--- config.mk ---
export PLATFORM = sky130hd
export DESIGN_NAME = gft_cordic_cell
export DESIGN_NICKNAME = d
export VERILOG_FILES = /design/src/hdl/gft_pkg.sv /design/src/hdl/gft_cordic_cell.sv
export SDC_FILE = /design/constraint.sdc
export NUM_CORES = 1
export LEC_CHECK = 0
export BUFFER_PORTS_ARGS = -buffer_cell sky130_fd_sc_hd__clkbuf_2
export CELL_PAD_IN_SITES_DETAIL_PLACEMENT = 1
export CELL_PAD_IN_SITES_GLOBAL_PLACEMENT = 1
export CORE_MARGIN = 4
export CORE_UTILIZATION = 45
export DETAILED_ROUTE_END_ITERATION = 8
export GPL_ROUTABILITY_DRIVEN = 0
export GPL_TIMING_DRIVEN = 1
export PLACE_DENSITY_LB_ADDON = 0.12
export SYNTH_ARGS = -nofsm -noshare
export SYNTH_HDL_FRONTEND = slang
export SYNTH_SLANG_ARGS = --single-unit
--- constraint.sdc ---
create_clock -name clock -period 6.9 [get_ports clock]
set_input_delay 0.69 -clock clock [delete_from_list [all_inputs] [get_ports clock]]
set_output_delay 0.69 -clock clock [all_outputs]
set_load 0.03 [all_outputs]
--- src/hdl/gft_pkg.sv ---
// Shared types, constants and arithmetic helpers of the goniometer frame transform.
package gft_pkg;

   localparam int FRAC_BITS_DEF   = 16;
   localparam int TRIG_STAGES_DEF = 24;
   localparam int OFFSET_Z_MM     = 18;

   // CORDIC start value (gain compensated) and unity, Q30
   localparam logic signed [33:0] CORDIC_GAIN = 34'sd652032874;
   localparam logic signed [33:0] Q30_ONE     = 34'sd1073741824;

   typedef enum logic [1:0] {
      CSR_OFFSET_X = 2'd0,
      CSR_OFFSET_Y = 2'd1,
      CSR_OFFSET_Z = 2'd2
   } csr_index_type;

   // one rotation lane of the CORDIC chain
   typedef struct packed {
      logic               flip;
      logic signed [33:0] x;
      logic signed [33:0] y;
      logic signed [33:0] z;
   } lane_type;

   // lane 0 omega, lane 1 chi, lane 2 phi
   typedef lane_type [2:0] lanes_type;

   typedef struct packed {
      logic               mode;
      logic signed [31:0] pos_x;
      logic signed [31:0] pos_y;
      logic signed [31:0] pos_z;
   } pay_type;

   typedef logic [2:0][31:0] offsets_type;

   // arctangent of 2^-i as a binary angle (full turn = 2^32)
   function automatic logic [31:0] atan_bam(input int unsigned idx);
      logic [31:0] v;
      case (idx)
         0:       v = 32'h20000000;
         1:       v = 32'h12E4051E;
         2:       v = 32'h09FB385B;
         3:       v = 32'h051111D4;
         4:       v = 32'h028B0D43;
         5:       v = 32'h0145D7E1;
         6:       v = 32'h00A2F61E;
         7:       v = 32'h00517C55;
         8:       v = 32'h0028BE53;
         9:       v = 32'h00145F2F;
         10:      v = 32'h000A2F98;
         11:      v = 32'h000517CC;
         12:      v = 32'h00028BE6;
         13:      v = 32'h000145F3;
         14:      v = 32'h0000A2FA;
         15:      v = 32'h0000517D;
         16:      v = 32'h000028BE;
         17:      v = 32'h0000145F;
         18:      v = 32'h00000A30;
         19:      v = 32'h00000518;
         20:      v = 32'h0000028C;
         21:      v = 32'h00000146;
         22:      v = 32'h000000A3;
         23:      v = 32'h00000051;
         24:      v = 32'h00000029;
         25:      v = 32'h00000014;
         26:      v = 32'h0000000A;
         27:      v = 32'h00000005;
         28:      v = 32'h00000003;
         29:      v = 32'h00000001;
         30:      v = 32'h00000001;
         default: v = 32'h00000000;
      endcase
      return v;
   endfunction

   // Q30 product, round half up: (a*b + 2^29) >>> 30
   function automatic logic signed [35:0] rmul(input logic signed [32:0] a,
                                               input logic signed [32:0] b);
      logic signed [65:0] p;
      p = 66'(a) * 66'(b);
      p = p + 66'sd536870912;
      return 36'(p >>> 30);
   endfunction

   // clamp to [-1, 1] in Q30
   function automatic logic signed [31:0] clamp_q30(input logic signed [35:0] v);
      logic signed [31:0] r;
      if (v > 36'(Q30_ONE)) begin
         r = 32'(Q30_ONE);
      end else if (v < -36'(Q30_ONE)) begin
         r = -32'(Q30_ONE);
      end else begin
         r = 32'(v);
      end
      return r;
   endfunction

endpackage

--- src/hdl/gft_cordic_cell.sv ---
// One CORDIC rotation step for the three angle lanes.
module gft_cordic_cell #(
   parameter int unsigned STAGE = 0
) (
   input  logic               clock,
   input  logic               adv,
   input  gft_pkg::lanes_type lanes_i,
   output gft_pkg::lanes_type lanes_o
);
   import gft_pkg::*;

   localparam logic signed [33:0] Angle = 34'(atan_bam(STAGE));

   lanes_type lanes_in, lanes_ff;

   // rotate toward zero residual angle
   always_comb begin
      logic signed [33:0] xs;
      logic signed [33:0] ys;
      for (int k = 0; k < 3; k++) begin
         xs = lanes_i[k].x >>> STAGE;
         ys = lanes_i[k].y >>> STAGE;
         lanes_in[k].flip = lanes_i[k].flip;
         if (lanes_i[k].z >= 0) begin
            lanes_in[k].x = lanes_i[k].x - ys;
            lanes_in[k].y = lanes_i[k].y + xs;
            lanes_in[k].z = lanes_i[k].z - Angle;
         end else begin
            lanes_in[k].x = lanes_i[k].x + ys;
            lanes_in[k].y = lanes_i[k].y - xs;
            lanes_in[k].z = lanes_i[k].z + Angle;
         end
      end
   end

   always_ff @(posedge clock) begin
      if (adv) begin
         lanes_ff <= lanes_in;
      end
   end

   assign lanes_o = lanes_ff;

endmodule

==> summary.md <==
| Metric | Value |
|---|---|
| Status | `finished clean` |
| Final wirelength | `108,500 um` |
| Hpwl dp | `86,300 um` |
| Hold depth | `1` |
| Synth top area cells | `edfxtp_1, ha_1, a21oi_1` |
| FF+latch count, synth | `306` |
| Setup TNS | `0 ns` |
| Worst Hold End | `lanes_o[102]$_DFFE_PP_` |
| Max cap viols | `0` |
| Critical Path AT | `4.31 ns` |
| Area growth, synth to finish | `18.69%` |
| Ys flop type | `edfxtp_1` |
| Hold Violations, Final | `0` |
| CP endpoint kind | `register` |
| H-tree Lvls | `2` |
| Util after Layout | `54.13%` |
| Share of the synthesized area in the top cell type | `34.79%` |
| Routed wire length per instance | `25.25 um` |
| Initial Utilization | `45.60%` |
| Vias per cell | `6.002` |
| Synth area leader | `edfxtp_1` |
| Worst Path Required | `7.18 ns` |
| Setup bufs post-CTS | `0` |
| Hold WS | `0.3113 ns` |
| Area of the die | `62,630 sq um` |
| CTS Root Cell | `clkbuf_16` |
| Power density cells | `235.2 nW/um^2` |
| Reg clk slew, reported paths | `0.06 ns` |
| Final ANT Viol Nets | `0` |
| Asr flop ratio synth | `0%` |
| Antenna violations before repair | `17` |
| Cts bufs inserted | `38` |
| Critical path class | `primary input to register` |
| Sequential share of the synthesized area | `34.79%` |
| Chip Height | `250.3 um` |
| RSZ-0062 raised after global routing | `false` |
| Clk buf depth | `3` |
| Final Cycle Share | `58.43%` |
| Critical path's slowest cell | `nor4_1` |
| Pleak | `14.26 nW` |
| GRT Total Usage | `32.82%` |
| Io pins | `620` |
| Share of layout cells above drive strength 1 | `20.53%` |
| Vias in the first global route | `26,836` |
| Fillers | `6,991` |
| Largest register FFs | `306` |
| Mapped Cells | `2,945` |
| Fin crit period | `4.032 ns` |
| Peak VDD IR | `204.8 uV` |
| Crit path max fanout | `67` |
| Worst Tran Pin Value | `1.104 ns` |
| Pre-CTS setup slack | `2.347 ns` |
| Fmax achieved | `248.0 MHz` |
| Max stage delay on crit path | `0.94 ns` |
| Drt first pass iters | `6` |
| Most frequent cells in the layout | `clkbuf_2, a21oi_1, ha_1` |
| Fin area | `31,350 sq um` |
| Port Buffers | `619` |
| Final setup vio count | `0` |
| CTS sink count | `306` |
| Avg Cell Area, Syn | `8.968 sq um` |
| Critical Path Source Type | `primary input` |
| Post-CTS Resized | `0` |
| Total gr overflow | `0` |
| CTS tree | `built` |
| Most common cell after layout, fill and taps aside | `clkbuf_2` |
| Num rows | `88` |
| Mapped cell area | `26,410 sq um` |
| Die W | `250.3 um` |
| Largest net degree at the start of global routing | `163` |
| Synth cell types | `86` |
| DR vias | `25,786` |
| First-pass GRT wire length | `163,100 um` |
| Synth warn | `0` |
| Hold Buf Count CTS | `0` |
| Worst setup margin | `2.868 ns` |
| Hold_sp | `lanes_i[102]` |
| Core Footprint | `57,920 sq um` |
| Final slew viol count | `0` |
| Hold crit path type | `primary input to register` |
| Nets@finish | `4,122` |
| Crit-path cells | `clkbuf_2, nor4_1, and4_1, nor2_4, buf_4, inv_2, o2111ai_1, o21ai_0, o211ai_1, o21ai_1, xnor2_1` |
| Syn Nets | `3,580` |
| DRC Markers | `0` |
| Area after DPL | `30,040 sq um` |
| Slew margin rel. | `25.72%` |
| Iter 0 DRT Violations | `2,251` |
| Number of flops mapped to enable cells by yosys | `306` |
==> critical path, delay by kind of cell <==
| family | cells | cell delay [ns] |
|---|---|---|
| XOR/XNOR | 1 | 0.09 |
| AND/OR/NAND/NOR | 3 | 1.43 |
| buffers and inverters | 3 | 1.17 |
| AO/OA/AOI/OAI | 4 | 0.90 |
==> routing by layer <==
layer | wire length, um | GRT usage [%] | up-vias
li1 | - | - | 11678
met1 | 41000 | 37.88 | 12666
met2 | 53840 | 58.63 | 1145
met3 | 7774 | 6.365 | 287
met4 | 5793 | 15.36 | 10
met5 | 59 | 0 | -
==> where the power goes <==
group	internal, mW	switching (mW)
Combinational	0.838	1.91
Sequential	2.40	0.125
Clock	1.23	0.863
==> per-stage QoR <==
stage / total power, mW / cells
2_1_floorplan: 4.273 / 2945
3_3_place_gp: 5.183 / 4212
3_5_place_dp: 5.251 / 4212
4_1_cts: 7.373 / 4281
5_1_grt: 7.682 / 4295
6_report: 7.372 / 4296
==> worst max-delay path by stage <==
stage / startpoint / to / slack [ns]
after CTS: lanes_i[222] / lanes_o[273]$_DFFE_PP_ / 2.94
final: lanes_i[19] / lanes_o[98]$_DFFE_PP_ / 2.87
after global routing: lanes_i[33] / lanes_o[98]$_DFFE_PP_ / 2.65
after floorplan: lanes_i[240] / lanes_o[306]$_DFFE_PP_ / 3.56
after global placement: lanes_i[221] / lanes_o[273]$_DFFE_PP_ / 2.44
after detailed placement: lanes_i[225] / lanes_o[273]$_DFFE_PP_ / 2.35
==> cell type report <==
type                    instances  area [sq um]  area share (%)
well taps                     765         957.2           3.053
clock inverters                21         214.0          0.6825
flip-flops and latches        306          9189           29.31
repair buffers                629          3196           10.19
clock buffers                  48          1052           3.357
multi-input cells            2196         15520           49.50
inverters                     316          1186           3.784
diodes                         15         37.54          0.1197
==> cells by family (layout without fill, tap and decap cells) <==
| logic type | count (synthesis) | in the layout | share of synthesized area (%) |
|---|---|---|---|
| mux | 43 | 43 | 1.630 |
| compound gates | 978 | 978 | 23.00 |
| flops | 306 | 306 | 34.79 |
| other cells | 0 | 15 | 0 |
| fa+ha+maj | 324 | 324 | 15.69 |
| simple gates | 647 | 647 | 11.58 |
| buf+inv | 443 | 1014 | 6.543 |
| xor+xnor | 204 | 204 | 6.765 |
==> synth_stat cells (all sizes together) (54+ instances only) <==
cell type	count
o21ai	194
clkbuf	73
a21o	79
inv	311
edfxtp	306
nand2	136
ha	312
xnor2	168
nor2	242
buf	54
o21bai	69
a21oi	383
No activity file was read; power rests on OpenSTA's default activity.
